<file path="src/hdl/dsg_pkg.sv">
// Package for the digital segment generator: widths, constants and the
// request and point payload types. Depends on nothing; every other file
// imports it.
package dsg_pkg;

  // Width of every coordinate field on the ports.
  localparam int COORD_W = 5;
  // Default number of coordinate bits that take part in the computation.
  localparam int COORD_BITS_DEF = 5;
  // Width of the internal two's complement values: base coordinates,
  // interval values and the odd-shifted values, which reach -31..93.
  localparam int VAL_W = 8;
  // Offset added to odd interval values before ordering.
  localparam int ODD_OFFSET = 32;
  localparam logic [VAL_W-1:0] ODD_ADD = VAL_W'(ODD_OFFSET);

  typedef struct packed {
    logic [COORD_W-1:0] x_start;
    logic [COORD_W-1:0] y_start;
    logic [COORD_W-1:0] x_end;
    logic [COORD_W-1:0] y_end;
  } seg_req_t;

  typedef struct packed {
    logic [COORD_W-1:0] x_point;
    logic [COORD_W-1:0] y_point;
    logic               last_point;
  } seg_pt_t;

endpackage

</file>
<file path="src/hdl/digital_segment_2d_generator.sv">
// Top level of the digital segment generator: request decode, rank scan
// sequencer and point output register. Uses dsg_pkg and dsg_order.
//
//   channel | valid     | stall     | payload          | direction
//   request | req_valid | req_stall | req (seg_req_t)  | into the block
//   point   | pt_valid  | pt_stall  | pt  (seg_pt_t)   | out of the block
//
// A segment has at most 63 points. Each step scans every value of the
// interval once through the single ordering comparator, one value a cycle.
// req_stall is high from acceptance until the last point has been taken.
// Reset (rst, synchronous) returns the sequencer to idle; no point is lost
// or repeated under any pattern of pt_stall.
module digital_segment_2d_generator
  import dsg_pkg::*;
#(
  parameter int COORD_BITS = COORD_BITS_DEF
) (
  input  logic     clk,
  input  logic     rst,
  input  logic     req_valid,
  output logic     req_stall,
  input  seg_req_t req,
  output logic     pt_valid,
  input  logic     pt_stall,
  output seg_pt_t  pt
);

  localparam int RANK_W = COORD_BITS + 1;
  localparam logic [COORD_W-1:0] CMASK = COORD_W'((1 << COORD_BITS) - 1);

  typedef enum logic [1:0] {
    IDLE,
    SCAN,
    EMIT
  } state_t;

  state_t state;

  logic [VAL_W-1:0]  s_val;
  logic [VAL_W-1:0]  e_val;
  logic [VAL_W-1:0]  i_val;
  logic [VAL_W-1:0]  j_val;
  logic [RANK_W-1:0] rank;
  logic [RANK_W-1:0] dx;
  logic              neg;
  logic              rev;
  logic [VAL_W-1:0]  cx;
  logic [VAL_W-1:0]  cy;
  logic              last;

  // Request decode.
  logic [VAL_W-1:0] x1, y1, x2, y2;
  logic [VAL_W-1:0] sx, sy, ex, ey;
  logic [VAL_W-1:0] s_in, e_in, dx_full;
  logic             neg_in, rev_in;

  always_comb begin
    x1 = VAL_W'(req.x_start & CMASK);
    y1 = VAL_W'(req.y_start & CMASK);
    x2 = VAL_W'(req.x_end & CMASK);
    y2 = VAL_W'(req.y_end & CMASK);
    neg_in = 1'b0;
    rev_in = 1'b0;
    // Every octant is brought to the case start <= end in both axes.
    priority if (x1 >= x2 && y1 >= y2) begin
      sx = x2;
      sy = y2;
      ex = x1;
      ey = y1;
      rev_in = 1'b1;
    end else if (x2 < x1 && y2 > y1) begin
      sx = -x1;
      sy = y1;
      ex = -x2;
      ey = y2;
      neg_in = 1'b1;
    end else if (x1 < x2 && y2 < y1) begin
      sx = -x2;
      sy = y2;
      ex = -x1;
      ey = y1;
      neg_in = 1'b1;
      rev_in = 1'b1;
    end else begin
      sx = x1;
      sy = y1;
      ex = x2;
      ey = y2;
    end
    s_in    = sx + sy;
    e_in    = ex + ey;
    dx_full = ex - sx;
  end

  // Shared comparator and the rank step around it.
  logic              prec;
  logic [RANK_W-1:0] rank_sum;
  logic              step_x;
  logic              scan_done;

  dsg_order u_order (
    .cand     (j_val),
    .ref_val  (i_val),
    .precedes (prec)
  );

  always_comb begin
    rank_sum  = rank + RANK_W'((j_val != i_val) && prec);
    step_x    = rank_sum < dx;
    scan_done = (j_val == e_val - VAL_W'(1));
  end

  always_ff @(posedge clk) begin
    if (rst) begin
      state <= IDLE;
    end else begin
      unique case (state)
        IDLE: begin
          if (req_valid) begin
            s_val <= s_in;
            e_val <= e_in;
            dx    <= dx_full[RANK_W-1:0];
            neg   <= neg_in;
            rev   <= rev_in;
            // A reversed segment is walked backwards from its far end.
            cx    <= rev_in ? ex : sx;
            cy    <= rev_in ? ey : sy;
            i_val <= rev_in ? (e_in - VAL_W'(1)) : s_in;
            last  <= (s_in == e_in);
            state <= EMIT;
          end
        end
        EMIT: begin
          if (!pt_stall) begin
            if (last) begin
              state <= IDLE;
            end else begin
              j_val <= s_val;
              rank  <= '0;
              state <= SCAN;
            end
          end
        end
        SCAN: begin
          if (scan_done) begin
            if (rev) begin
              cx    <= step_x ? (cx - VAL_W'(1)) : cx;
              cy    <= step_x ? cy : (cy - VAL_W'(1));
              last  <= (i_val == s_val);
              i_val <= i_val - VAL_W'(1);
            end else begin
              cx    <= step_x ? (cx + VAL_W'(1)) : cx;
              cy    <= step_x ? cy : (cy + VAL_W'(1));
              last  <= (i_val == e_val - VAL_W'(1));
              i_val <= i_val + VAL_W'(1);
            end
            state <= EMIT;
          end else begin
            rank  <= rank_sum;
            j_val <= j_val + VAL_W'(1);
          end
        end
        default: state <= IDLE;
      endcase
    end
  end

  logic [VAL_W-1:0] px;

  always_comb begin
    px            = neg ? -cx : cx;
    req_stall     = (state != IDLE);
    pt_valid      = (state == EMIT);
    pt.x_point    = px[COORD_W-1:0];
    pt.y_point    = cy[COORD_W-1:0];
    pt.last_point = last;
  end

endmodule

</file>
<file path="src/hdl/dsg_order.sv">
// Shared ordering comparator of the segment generator: tells whether one
// interval value precedes another in the ranking order. Uses dsg_pkg.
module dsg_order
  import dsg_pkg::*;
(
  input  logic [VAL_W-1:0] cand,
  input  logic [VAL_W-1:0] ref_val,
  output logic             precedes
);

  logic [VAL_W-1:0] cand_sh;
  logic [VAL_W-1:0] ref_sh;
  logic [VAL_W-1:0] diff;
  logic [VAL_W-1:0] low_bit;

  // The first offset at which the 2-adic valuations part lands on the lowest
  // bit where the shifted values differ; the value holding a one there has
  // the smaller valuation and comes first. Equal values precede neither way.
  always_comb begin
    cand_sh  = cand + (cand[0] ? ODD_ADD : '0);
    ref_sh   = ref_val + (ref_val[0] ? ODD_ADD : '0);
    diff     = cand_sh ^ ref_sh;
    low_bit  = diff & (~diff + VAL_W'(1));
    precedes = |(cand_sh & low_bit);
  end

endmodule

</file>
<file path="config.mk">
export PLATFORM = sky130hd
export DESIGN_NAME = digital_segment_2d_generator
export DESIGN_NICKNAME = d
export VERILOG_FILES = /design/src/hdl/dsg_pkg.sv /design/src/hdl/digital_segment_2d_generator.sv /design/src/hdl/dsg_order.sv
export SDC_FILE = /design/constraint.sdc
export NUM_CORES = 1
export LEC_CHECK = 0
export ABC_AREA = 0
export CAP_MARGIN = 20
export CELL_PAD_IN_SITES_DETAIL_PLACEMENT = 2
export CELL_PAD_IN_SITES_GLOBAL_PLACEMENT = 2
export CORE_ASPECT_RATIO = 1.25
export CORE_UTILIZATION = 35
export DETAILED_ROUTE_END_ITERATION = 16
export DONT_BUFFER_PORTS = 1
export PLACE_DENSITY_LB_ADDON = 0.1
export SLEW_MARGIN = 10
export SYNTH_ARGS = -nofsm -noshare
export SYNTH_HDL_FRONTEND = slang
export SYNTH_SLANG_ARGS = --single-unit
export TNS_END_PERCENT = 20
</file>
<file path="constraint.sdc">
create_clock -name clk -period 5.8 [get_ports clk]
set_input_delay 1.16 -clock clk [delete_from_list [all_inputs] [get_ports clk]]
set_output_delay 1.16 -clock clk [all_outputs]
set_load 0.01 [all_outputs]
</file>
==> key figures, run 1 <==
Run status
  – Status: completed

Clock tree
  – Clk_lat worst skew: around 340 ps
  – Clk pin slew, worst setup/hold paths: 60 ps
  – Root Buffer: clkbuf_16
  – CTS tree: yes
  – H-tree depth: 3
  – TritonCTS Buffers: 9
  – Clock sink count: 59
  – Bufs on Longest Clock Path: 2

Logic synthesis
  – Number of flops mapped to enable cells by yosys: between 50 and 60
  – Netlist cell types: 81
  – Seq cells post-synth: just under 60
  – Gate Count Post-Synth: 654
  – Synth warnings: 0
  – Dominant synthesized flop cell: edfxtp_1
  – Ys async rst share: 0
  – Avg Inst Size Synth: approximately 9.1 µm²
  – Sequential area share after synthesis: 0.293
  – Syn Nets: 738
  – Synthesized area: 5980 µm²

Global route
  – Met3 Use GR: 0.0303
  – Vias in the first global route: 5,629
  – GRT Total Usage: 0.233
  – GR Layer Usage met2: 0.458
  – First-pass GRT wire length: 31,200 µm
  – Antenna violations before repair: 0
  – Total grt overflow: 0
  – Grt met1 use: 0.253
  – Pin count of the biggest net entering global routing: 36
  – Busiest grt layer: met2

Power
  – Leakage: approximately 2.7 nW
  – Total chip power: 2.82 mW
  – Peak supply drop: 0.146 mV
  – Power per cell area: 420 nW/µm²

Detailed routing
  – Starting DRT DRC Count: approximately 170
  – Final ANT Viol Nets: 0
  – Wire per inst: 22.0 µm
  – Via count: ~4,900
  – Residual DRC: 0
  – TritonRoute pass-1 iters: 4
  – Routed vias/inst: between 5 and 6
  – Final wirelength: approximately 20,000 µm

Worst setup path
  – CP endpoint kind: flop
  – Worst path arrival time: roughly 5800 ps
  – Crit Path Max Fanout: 9
  – CP startpoint kind: input port
  – WS Path Type: input port to flop
  – Worst EP required: 5990 ps

Timing
  – RSZ-0062 raised after global routing: no
  – Worst hold slack: 545 ps
  – Final hold vios: 0
  – Slew headroom: 0.551
  – Maximum clock frequency: around 180 MHz
  – Finish-stage setup viols: 0
  – Slew Viols, Final: 0
  – Tmin final: roughly 5600 ps
  – Least-Margin Pin Slew: 668 ps
  – Final period utilization: 0.964
  – Worst Skew: approximately 7.5 ps

Final layout
  – Ant. Diodes: 0
  – Layout area overhead: 12.4%
  – Final Util: 0.401
  – # fillers: 1,828
  – Final instance area: 6720 µm²
  – Multi-input combinational cell area: roughly 3900 µm²
  – Non-filler cells in the finished layout: around 890
  – # nets final: between 700 and 800
  – Sequential Area: between 1500 and 2000 µm²
  – Layout cells sized above 1: 0.110

Place
  – Routability Congestion: 0.852
  – Placed inst area: about 6300 µm²
  – Port Buffers: 0
  – Post-Place Cells: around 880
  – Hpwl dp: ~16,000 µm

Floorplan
  – Die Width: approximately 120 µm
  – Die ar.: about 18,000 µm²
  – Die height: ~150 µm
  – Core ar.: between 15,000 and 20,000 µm²
  – I/O pin count: 37
  – Rows: 53
  – Initial core utilization: 0.356

Min path
  – Hold WC Path Type: flop to flop

Run
  – Max_cap viols: 0
==> final timing paths <==
kind	start	endpoint	slack (ps)	depth (start not counted)
worst max register to register	i_val[0]$_DFFE_PP_	cx[1]$_DFFE_PP_	400	24
worst min register to register	state[0]$_SDFFE_PP0P_	state[0]$_SDFFE_PP0P_	550	2
worst min-delay path	state[0]$_SDFFE_PP0P_	state[0]$_SDFFE_PP0P_	550	2
worst max-delay path	req[13]	last$_DFFE_PP_	210	15
==> flip-flops by register name, indices dropped and copies added (netlist names), 2 cells and up <==
| register | cells |
|---|---|
| cx | 5 |
| cy | 5 |
| dx | 6 |
| e_val | 8 |
| i_val | 8 |
| j_val | 8 |
| rank | 6 |
| s_val | 8 |
| state | 2 |
==> worst max-delay path, cell delays in order <==
cell	delay, ps
inv_1	40
ha_1	310
nand4_2	180
o221ai_2	350
nand2_1	290
nand2_1	320
a2bb2oi_4	320
ha_1	380
or4_1	540
mux2_2	290
o2111ai_2	150
xor2_1	130
or4_1	530
a2111oi_1	510
a41o_1	260
==> per-layer routing <==
metal / part of all wire / wire length, µm
met3: 0.017 / 343
met1: 0.40 / 7890
met4: 0.025 / 482
met5: 0 / 0
met2: 0.56 / 11000
==> synthesized netlist by cell type, drive strengths merged (5+ instances only) <==
master,count,area (µm²)
nand4,5,37.5
o21ai,34,181
xnor2,60,533
and2,8,50.1
nand2b,13,81.3
clkbuf,13,48.8
a211oi,5,37.5
maj3,9,95.1
nor3,10,55.1
edfxtp,57,1710
or3,7,43.8
xor2,30,278
mux2,6,71.3
nor2,48,188
o21a,5,37.5
nand2,39,146
a21o,14,106
nand3,16,80.1
nor2b,7,43.8
mux2i,13,143
a21oi,53,269
ha,56,701
inv,62,233
==> kinds of logic after synthesis <==
| group | Yosys count | share of synthesized area |
|---|---|---|
| compound gates | 164 | 0.191 |
| xor+xnor | 90 | 0.136 |
| fa+ha+maj | 69 | 0.146 |
| buf+inv | 79 | 0.0511 |
| flops | 59 | 0.293 |
| mux | 19 | 0.0358 |
| simple gates | 174 | 0.147 |
==> metrics by stage <==
stage | setup WS [ps] | setup TNS [ps]
2_1_floorplan | 629 | 0
3_3_place_gp | -74.4 | -74.4
3_5_place_dp | -114 | -114
4_1_cts | 46.4 | 0
5_1_grt | 28.3 | 0
6_report | 209 | 0
==> placed cells by master (no fill, tap or decap), types with 7 or more instances in the layout <==
cell type	Yosys	final
a21o_1	13	13
a21oi_1	52	52
and2_1	8	8
buf_4	2	21
clkbuf_16	0	9
edfxtp_1	57	57
ha_1	56	55
inv_1	61	61
mux2i_1	12	12
nand2_1	39	39
nand2b_1	13	13
nand3_1	16	16
nor2_1	47	45
nor2b_1	7	7
nor3_1	9	9
o21ai_0	31	30
or3_1	7	7
xnor2_1	59	59
xor2_1	28	28
==> where the power goes <==
part | leakage [nW] | total, mW | internal [mW] | switching (mW)
registers | 0.548 | 0.724 | 0.627 | 0.0973
clock network | 0.174 | 0.674 | 0.463 | 0.210
logic | 2.02 | 1.42 | 0.588 | 0.834
==> layout make-up <==
type	instances	share of cell area
multi-input combinational	516	0.587
tap	220	0.0410
timing repair buffer	21	0.0235
clock buffer	11	0.0346
inverter	62	0.0346
clock inverter	5	0.0186
sequential	59	0.261
==> timing repair <==
| item | 4_1_cts | 5_1_grt |
|---|---|---|
| setup buffers | 0 | 0 |
| setup endpoints to repair | 0 | 6 |
| hold buffers | 0 | 0 |
| gates resized for setup | 0 | 4 |
No activity file was read; power rests on OpenSTA's default activity.
==> inputs of run 2 (changes only) <==
--- a/config.mk
+++ b/config.mk
@@ -10,7 +10,7 @@
 export CELL_PAD_IN_SITES_DETAIL_PLACEMENT = 2
 export CELL_PAD_IN_SITES_GLOBAL_PLACEMENT = 2
 export CORE_ASPECT_RATIO = 1.25
-export CORE_UTILIZATION = 35
+export CORE_UTILIZATION = 41
 export DETAILED_ROUTE_END_ITERATION = 16
 export DONT_BUFFER_PORTS = 1
 export PLACE_DENSITY_LB_ADDON = 0.1
==> key figures, run 2 (same netlist as run 1, synthesis figures left out) <==
Worst setup path
  – Reg2reg start: j_val[0]$_DFFE_PP_
  – Critical Path Max Stage Delay: 500 ps (-40 ps)
  – Worst R2R End: cx[0]$_DFFE_PP_
  – Crit Path Max Fanout: 9 (unchanged)
  – Reg2Reg Depth: 24 (unchanged)
  – CP endpoint kind: flop
  – Worst path arrival time: 5530 ps (-260 ps)
  – Worst EP required: 5880 ps (-110 ps)
  – Crit path top cell by count: a21oi_1
  – R2R Setup Slk: 500 ps (+100 ps)
  – Critical-path cell list: inv_1 > ha_1 > nand4_2 > o221ai_2 > nand2_1 > nor2_1 > a21oi_1 > o21ai_0 > o21ai_1 > ha_1 > a21oi_1 > o21bai_1 > a21oi_1 > xnor2_1 > buf_4 > nand2_1 > nor2_1 > a21oi_1 > a41o_1
  – Crit path max-delay cell type: nor2_1
  – CP startpoint kind: input port
  – WS Path Type: input port to flop

Final layout
  – Most common cell after layout, fill and taps aside: inv_1
  – Layout cells sized above 1: 0.103 (-0.00665)
  – Most frequent cells in the layout: 61 x inv_1, 59 x xnor2_1, 57 x edfxtp_1
  – # fillers: 1,580 (-14%)
  – Layout area overhead: 9.04%
  – # nets final: 748 (-0.66%)
  – Ant. Diodes: 0 (unchanged)
  – Non-filler cells in the finished layout: 847 (-5.3%)

Run
  – Max_cap viols: 0 (unchanged)

Timing
  – Slew headroom: 0.540 (-0.0118)
  – Slew Viols, Final: 0 (unchanged)
  – Finish-stage setup viols: 0 (unchanged)
  – RSZ-0062 raised after global routing: no
  – Final hold vios: 0 (unchanged)
  – Least-Margin Pin Slew: 689 ps (+21.3 ps)
  – Maximum clock frequency: 184 MHz (+2.6%)
  – Worst Skew: 8.05 ps (+0.505 ps)
  – Final period utilization: 0.939 (-0.0247)
  – Worst hold slack: 596 ps (+50.7 ps)
  – Setup WS post-layout: 352 ps (+143 ps)
  – Tmin final: 5450 ps (-143 ps)
  – TNS Setup: 0 ps (unchanged)

Detailed routing
  – DR top layer: met4
  – Final ANT Viol Nets: 0 (unchanged)
  – Via count: 5,006 (+1.4%)
  – Wire per inst: 23.1 µm (+4.8%)
  – Residual DRC: 0 (unchanged)
  – Routed met2 length: 10,900 µm (-0.69%)
  – Routed vias/inst: 5.91 (+7.0%)
  – Final wirelength: 19,500 µm (-0.67%)
  – Starting DRT DRC Count: 151 (-8.5%)
  – DRT met1 WL: 7640 µm (-3.1%)
  – WL met3: 332 µm (-3.2%)
  – TritonRoute pass-1 iters: 4 (unchanged)

Clock tree
  – Post-CTS Setup Repair Bufs: 0 (unchanged)
  – H-tree depth: 3 (unchanged)
  – Clock sink count: 59 (unchanged)
  – Clk_lat worst skew: 340 ps (about the same)
  – Post-cts resize count: 0 (unchanged)
  – CTS tree: yes
  – Root Buffer: clkbuf_16
  – TritonCTS Buffers: 9 (unchanged)
  – Bufs on Longest Clock Path: 2 (unchanged)
  – Clk pin slew, worst setup/hold paths: 50 ps (about the same)
  – CTS Hold Buffers Added: 0 (unchanged)

Run status
  – Status: completed

Min path
  – Hold endpoint: state[0]$_SDFFE_PP0P_
  – Hold path depth: 2 (unchanged)
  – Worst Hold Launch: state[0]$_SDFFE_PP0P_
  – Hold WC Path Type: flop to flop

Place
  – Worst slack, placed: 28.1 ps (+142 ps)
  – Post-Place Cells: 831 (-5.4%)
  – Routability Congestion: 0.907 (+6.5%)
  – Port Buffers: 0 (unchanged)
  – Hpwl dp: 16,200 µm (+1.4%)

Global route
  – Vias in the first global route: 5,512 (-2.1%)
  – GRT Total Usage: 0.273 (+0.0397)
  – First-pass GRT wire length: 30,000 µm (-3.8%)
  – Antenna violations before repair: 0 (unchanged)
  – Pin count of the biggest net entering global routing: 36 (unchanged)
  – Total grt overflow: 0 (unchanged)

Power
  – Power per cell area: 401 nW/µm² (-4.5%)
  – Peak supply drop: 0.133 mV (-9.3%)
  – Leakage: 2.66 nW (-2.8%)

Floorplan
  – Die Width: 110 µm (-7.5%)
  – Die height: 137 µm (-7.5%)
  – Initial core utilization: 0.419 (+0.0622)
  – I/O pin count: 37 (unchanged)
  – Die ar.: 15,100 µm² (-14%)
  – Core ar.: 14,300 µm² (-15%)
  – Rows: 49 (-7.5%)
==> run 2: cell count changes in the layout (fill, tap and decap cells not counted) <==
cell,delta
buf_4,-5
bufinv_16,-4
clkinv_2,+2
clkinvlp_4,+2
a2bb2oi_2,+1
a2bb2oi_4,-1
nor2_2,+1
nor2_4,-1
o21ai_0,+1
o21ai_1,-1
==> run 2: how the worst max path moves through the flow <==
stage,slack (ps),endpoint,cells after the start,start
floorplan,630,last$_DFFE_PP_,15,req[9]
global placement,140,last$_DFFE_PP_,15,req[13]
detailed placement,30,last$_DFFE_PP_,15,req[12]
CTS,230,cx[4]$_DFFE_PP_,24,j_val[0]$_DFFE_PP_
global route,80,cx[0]$_DFFE_PP_,24,j_val[0]$_DFFE_PP_
finish,350,last$_DFFE_PP_,19,req[12]
==> run 2: final cells by class <==
| class | count | area [µm²] | area share |
|---|---|---|---|
| well taps | 178 | 223 | 0.0342 |
| inverters | 62 | 233 | 0.0357 |
| clock inverters | 5 | 30.0 | 0.00461 |
| repair buffers | 16 | 120 | 0.0184 |
| multi-input cells | 516 | 3930 | 0.603 |
| flip-flops and latches | 59 | 1750 | 0.269 |
| clock buffers | 11 | 233 | 0.0357 |
==> run 2: critical path: cells and delay by family <==
family | cells | cell delay [ps]
AO/OA/AOI/OAI | 9 | 2030
AND/OR/NAND/NOR | 5 | 1150
buffers and inverters | 2 | 230
adder cells (fa/ha/maj) | 2 | 730
XOR/XNOR | 1 | 210
==> run 2: per-layer routing <==
metal  up-vias  GRT usage
met5         -          0
met4         0      0.121
met3        37     0.0371
met2        62      0.524
met1      2535      0.289
li1       2372          -
==> run 2: where the power goes <==
group / switching [mW] / internal [mW]
Combinational: 0.820 / 0.575
Sequential: 0.101 / 0.627
Clock: 0.202 / 0.287
==> run 2: per-stage QoR <==
step,cell area (µm²),utilization,power (mW)
2_1_floorplan,5980,-,1.72
3_3_place_gp,6250,0.438,2.03
3_5_place_dp,6250,0.438,2.13
4_1_cts,6520,0.456,2.64
5_1_grt,6520,0.456,2.80
6_report,6520,0.456,2.61
==> inputs of run 3 (changes only) <==
--- a/config.mk
+++ b/config.mk
@@ -5,12 +5,12 @@
 export SDC_FILE = /design/constraint.sdc
 export NUM_CORES = 1
 export LEC_CHECK = 0
-export ABC_AREA = 0
+export ABC_AREA = 1
 export CAP_MARGIN = 20
 export CELL_PAD_IN_SITES_DETAIL_PLACEMENT = 2
 export CELL_PAD_IN_SITES_GLOBAL_PLACEMENT = 2
 export CORE_ASPECT_RATIO = 1.25
-export CORE_UTILIZATION = 41
+export CORE_UTILIZATION = 38
 export DETAILED_ROUTE_END_ITERATION = 16
 export DONT_BUFFER_PORTS = 1
 export PLACE_DENSITY_LB_ADDON = 0.1
==> key figures, run 3 <==
Clock tree
  – Post-cts resize count: 0 (unchanged)
  – CTS tree: yes
  – Clock sink count: 59 (unchanged)
  – CTS Hold Buffers Added: 0 (unchanged)
  – Clk pin slew, worst setup/hold paths: 60 ps (about the same)
  – Post-CTS Setup Repair Bufs: 0 (unchanged)
  – TritonCTS Buffers: 9 (unchanged)
  – Clk_lat worst skew: 340 ps (about the same)
  – Bufs on Longest Clock Path: 2 (unchanged)
  – Root Buffer: clkbuf_16
  – H-tree depth: 3 (unchanged)

Detailed routing
  – Wire per inst: 20.2 µm (-12%)
  – Final ANT Viol Nets: 0 (unchanged)
  – Residual DRC: 0 (unchanged)
  – Starting DRT DRC Count: 230 (+52%)
  – Routed vias/inst: 5.41 (-8.4%)
  – Via count: 5,701 (+14%)
  – TritonRoute pass-1 iters: 4 (unchanged)
  – Final wirelength: 21,300 µm (+8.9%)

Timing
  – Finish-stage setup viols: 0 (unchanged)
  – Slew Viols, Final: 0 (unchanged)
  – Slew headroom: 0.293 (-0.246)
  – Tmin final: 5140 ps (-306 ps)
  – Final hold vios: 0 (unchanged)
  – Least-Margin Pin Slew: 1060 ps (+371 ps)
  – Worst Skew: 9.90 ps (+1.85 ps)
  – Final period utilization: 0.887 (-0.0528)
  – TNS Setup: 0 ps (unchanged)
  – RSZ-0062 raised after global routing: no
  – Maximum clock frequency: 194 MHz (+6.0%)

Logic synthesis
  – Synthesized area: 6080 µm² (+1.7%)
  – Synth top area share: 0.282 (-0.00471)
  – Sequential area share after synthesis: 0.288 (-0.00482)
  – Cell taking the most area after synthesis: edfxtp_1
  – Netlist cell types: 49 (-40%)
  – Avg Inst Size Synth: 7.25 µm² (-21%)
  – Ys async rst share: 0 (unchanged)
  – Synth warnings: 0 (unchanged)
  – Gate Count Post-Synth: 839 (+28%)
  – Seq cells post-synth: 59 (unchanged)
  – Number of flops mapped to enable cells by yosys: 57 (unchanged)
  – Syn Nets: 923 (+25%)
  – Synth top area cells: edfxtp_1 28%, nand2_1 12%, ha_1 12%
  – Dominant synthesized flop cell: edfxtp_1
  – Top post-synthesis cells by count: 199 x nand2_1, 123 x inv_1, 75 x nor2_1, 58 x o21ai_0, 57 x edfxtp_1
  – Most frequent cell after synthesis: nand2_1

Worst setup path
  – Worst EP required: 6010 ps (+130 ps)
  – Worst path arrival time: 5360 ps (-170 ps)
  – Crit Path Max Fanout: 15 (+6)
  – CP endpoint kind: flop
  – Reg2Reg Depth: 21 (-13%)
  – CP startpoint kind: input port
  – WS Path Type: input port to flop

Final layout
  – Layout cells sized above 1: 0.0820 (-0.0211)
  – Sequential Area: 1750 µm² (unchanged)
  – Layout area overhead: 7.72%
  – Ant. Diodes: 0 (unchanged)
  – Final Util: 0.419 (-0.0375)
  – Most common cell after layout, fill and taps aside: nand2_1
  – # fillers: 1,892 (+20%)
  – Non-filler cells in the finished layout: 1,053 (+24%)
  – Final instance area: 6550 µm² (+0.44%)
  – # nets final: 920 (+23%)
  – Most frequent cells in the layout: 199 x nand2_1, 123 x inv_1, 74 x nor2_1
  – Multi-input combinational cell area: 3710 µm² (-5.5%)

Floorplan
  – I/O pin count: 37 (unchanged)
  – Rows: 51 (+4.1%)
  – Die Width: 115 µm (+4.7%)
  – Die height: 143 µm (+4.7%)
  – Core ar.: 15,600 µm² (+9.4%)
  – Initial core utilization: 0.389 (-0.0297)
  – Die ar.: 16,500 µm² (+9.5%)

Min path
  – Hold path depth: 2 (unchanged)
  – Hold WC Path Type: flop to flop

Power
  – Int Pwr: 1.37 mW (-8.0%)
  – Sw Ratio: 0.471 (+0.0412)
  – Peak supply drop: 0.159 mV (+20%)
  – Power per cell area: 395 nW/µm² (-1.3%)
  – Combinational share of power: 0.532 (-0.002)
  – Clock power frac: 0.194 (+0.007)
  – Leakage: 3.07 nW (+16%)
  – Sw power: 1.22 mW (+8.6%)
  – Seq pwr share: 0.275 (-0.004)

Run
  – Max_cap viols: 0 (unchanged)

Global route
  – Total grt overflow: 0 (unchanged)
  – Antenna violations before repair: 0 (unchanged)
  – Vias in the first global route: 6,376 (+16%)
  – GRT Total Usage: 0.271 (-0.00213)
  – First-pass GRT wire length: 33,400 µm (+11%)
  – Pin count of the biggest net entering global routing: 44 (+22%)

Place
  – Routability Congestion: 0.871 (-4.0%)
  – Placed inst area: 6270 µm² (+0.26%)
  – Port Buffers: 0 (unchanged)
  – Hpwl dp: 17,700 µm (+9.4%)
  – Post-Place Cells: 1,037 (+25%)

Run status
  – Status: completed
-- run 3: routing by layer --
| layer | vias to the layer above | track usage | wire length [µm] |
|---|---|---|---|
| li1 | 2753 | - | - |
| met1 | 2810 | 0.267 | 7990 |
| met2 | 89 | 0.546 | 12000 |
| met3 | 49 | 0.0236 | 330 |
| met4 | 0 | 0.149 | 986 |
| met5 | - | 0 | 0 |
-- run 3: worst max-delay path, cell delays in order --
cell and delay, ps:
inv_1 170, ha_1 290, nand2_1 70, nand2_1 50, nand2_1 90, nand2_1 80
nor2_2 180, nand2_2 230, nand2_4 250, inv_1 270, o21ai_0 300, ha_1 220
inv_1 60, fa_1 400, o21ai_0 400, nand2_1 100, nand2_1 80, nand2_1 60
xor2_1 160, nor2_1 180, nor2_1 70, nor3_1 180, nand4_1 170, nand2_1 100
-- run 3: final cells by class --
cell class | count | area share
flip-flops and latches | 59 | 0.267
well taps | 212 | 0.0405
clock inverters | 7 | 0.00802
clock buffers | 9 | 0.0344
multi-input cells | 630 | 0.567
inverters | 130 | 0.0745
repair buffers | 6 | 0.00802
-- run 3: worst paths after layout --
path                           end                  start  slack, ps
max reg2reg        cx[0]$_DFFE_PP_     j_val[0]$_DFFE_PP_       1450
max                 last$_DFFE_PP_                req[12]        660
min          state[1]$_SDFFE_PP0P_  state[1]$_SDFFE_PP0P_        520
min reg2reg  state[1]$_SDFFE_PP0P_  state[1]$_SDFFE_PP0P_        520
-- run 3: kinds of logic after synthesis --
| logic type | after synthesis | synth area share |
|---|---|---|
| flip-flops | 59 | 0.288 |
| AO/OA/AOI/OAI | 136 | 0.132 |
| adder cells (fa/ha/maj) | 60 | 0.128 |
| buffers and inverters | 150 | 0.101 |
| XOR/XNOR | 53 | 0.0764 |
| AND/OR/NAND/NOR | 381 | 0.274 |
-- run 3: power groups by stage --
| stage | sequential [mW] | clock [mW] | combinational, mW |
|---|---|---|---|
| 2_1_floorplan | 0.678 | 0 | 1.00 |
| 4_1_cts | 0.713 | 0.513 | 1.39 |
| 6_report | 0.712 | 0.501 | 1.38 |
| 3_3_place_gp | 0.714 | 0 | 1.27 |
| 5_1_grt | 0.722 | 0.522 | 1.54 |
| 3_5_place_dp | 0.720 | 0 | 1.37 |
-- run 3: stage by stage --
| stage | power [mW] | hold slack, ps | setup slack, ps |
|---|---|---|---|
| after CTS | 2.62 | 524 | 625 |
| after floorplan | 1.68 | 466 | 1210 |
| after detailed placement | 2.09 | 521 | 274 |
| final | 2.59 | 518 | 658 |
| after global placement | 1.99 | 485 | 439 |
| after global routing | 2.78 | 539 | 412 |
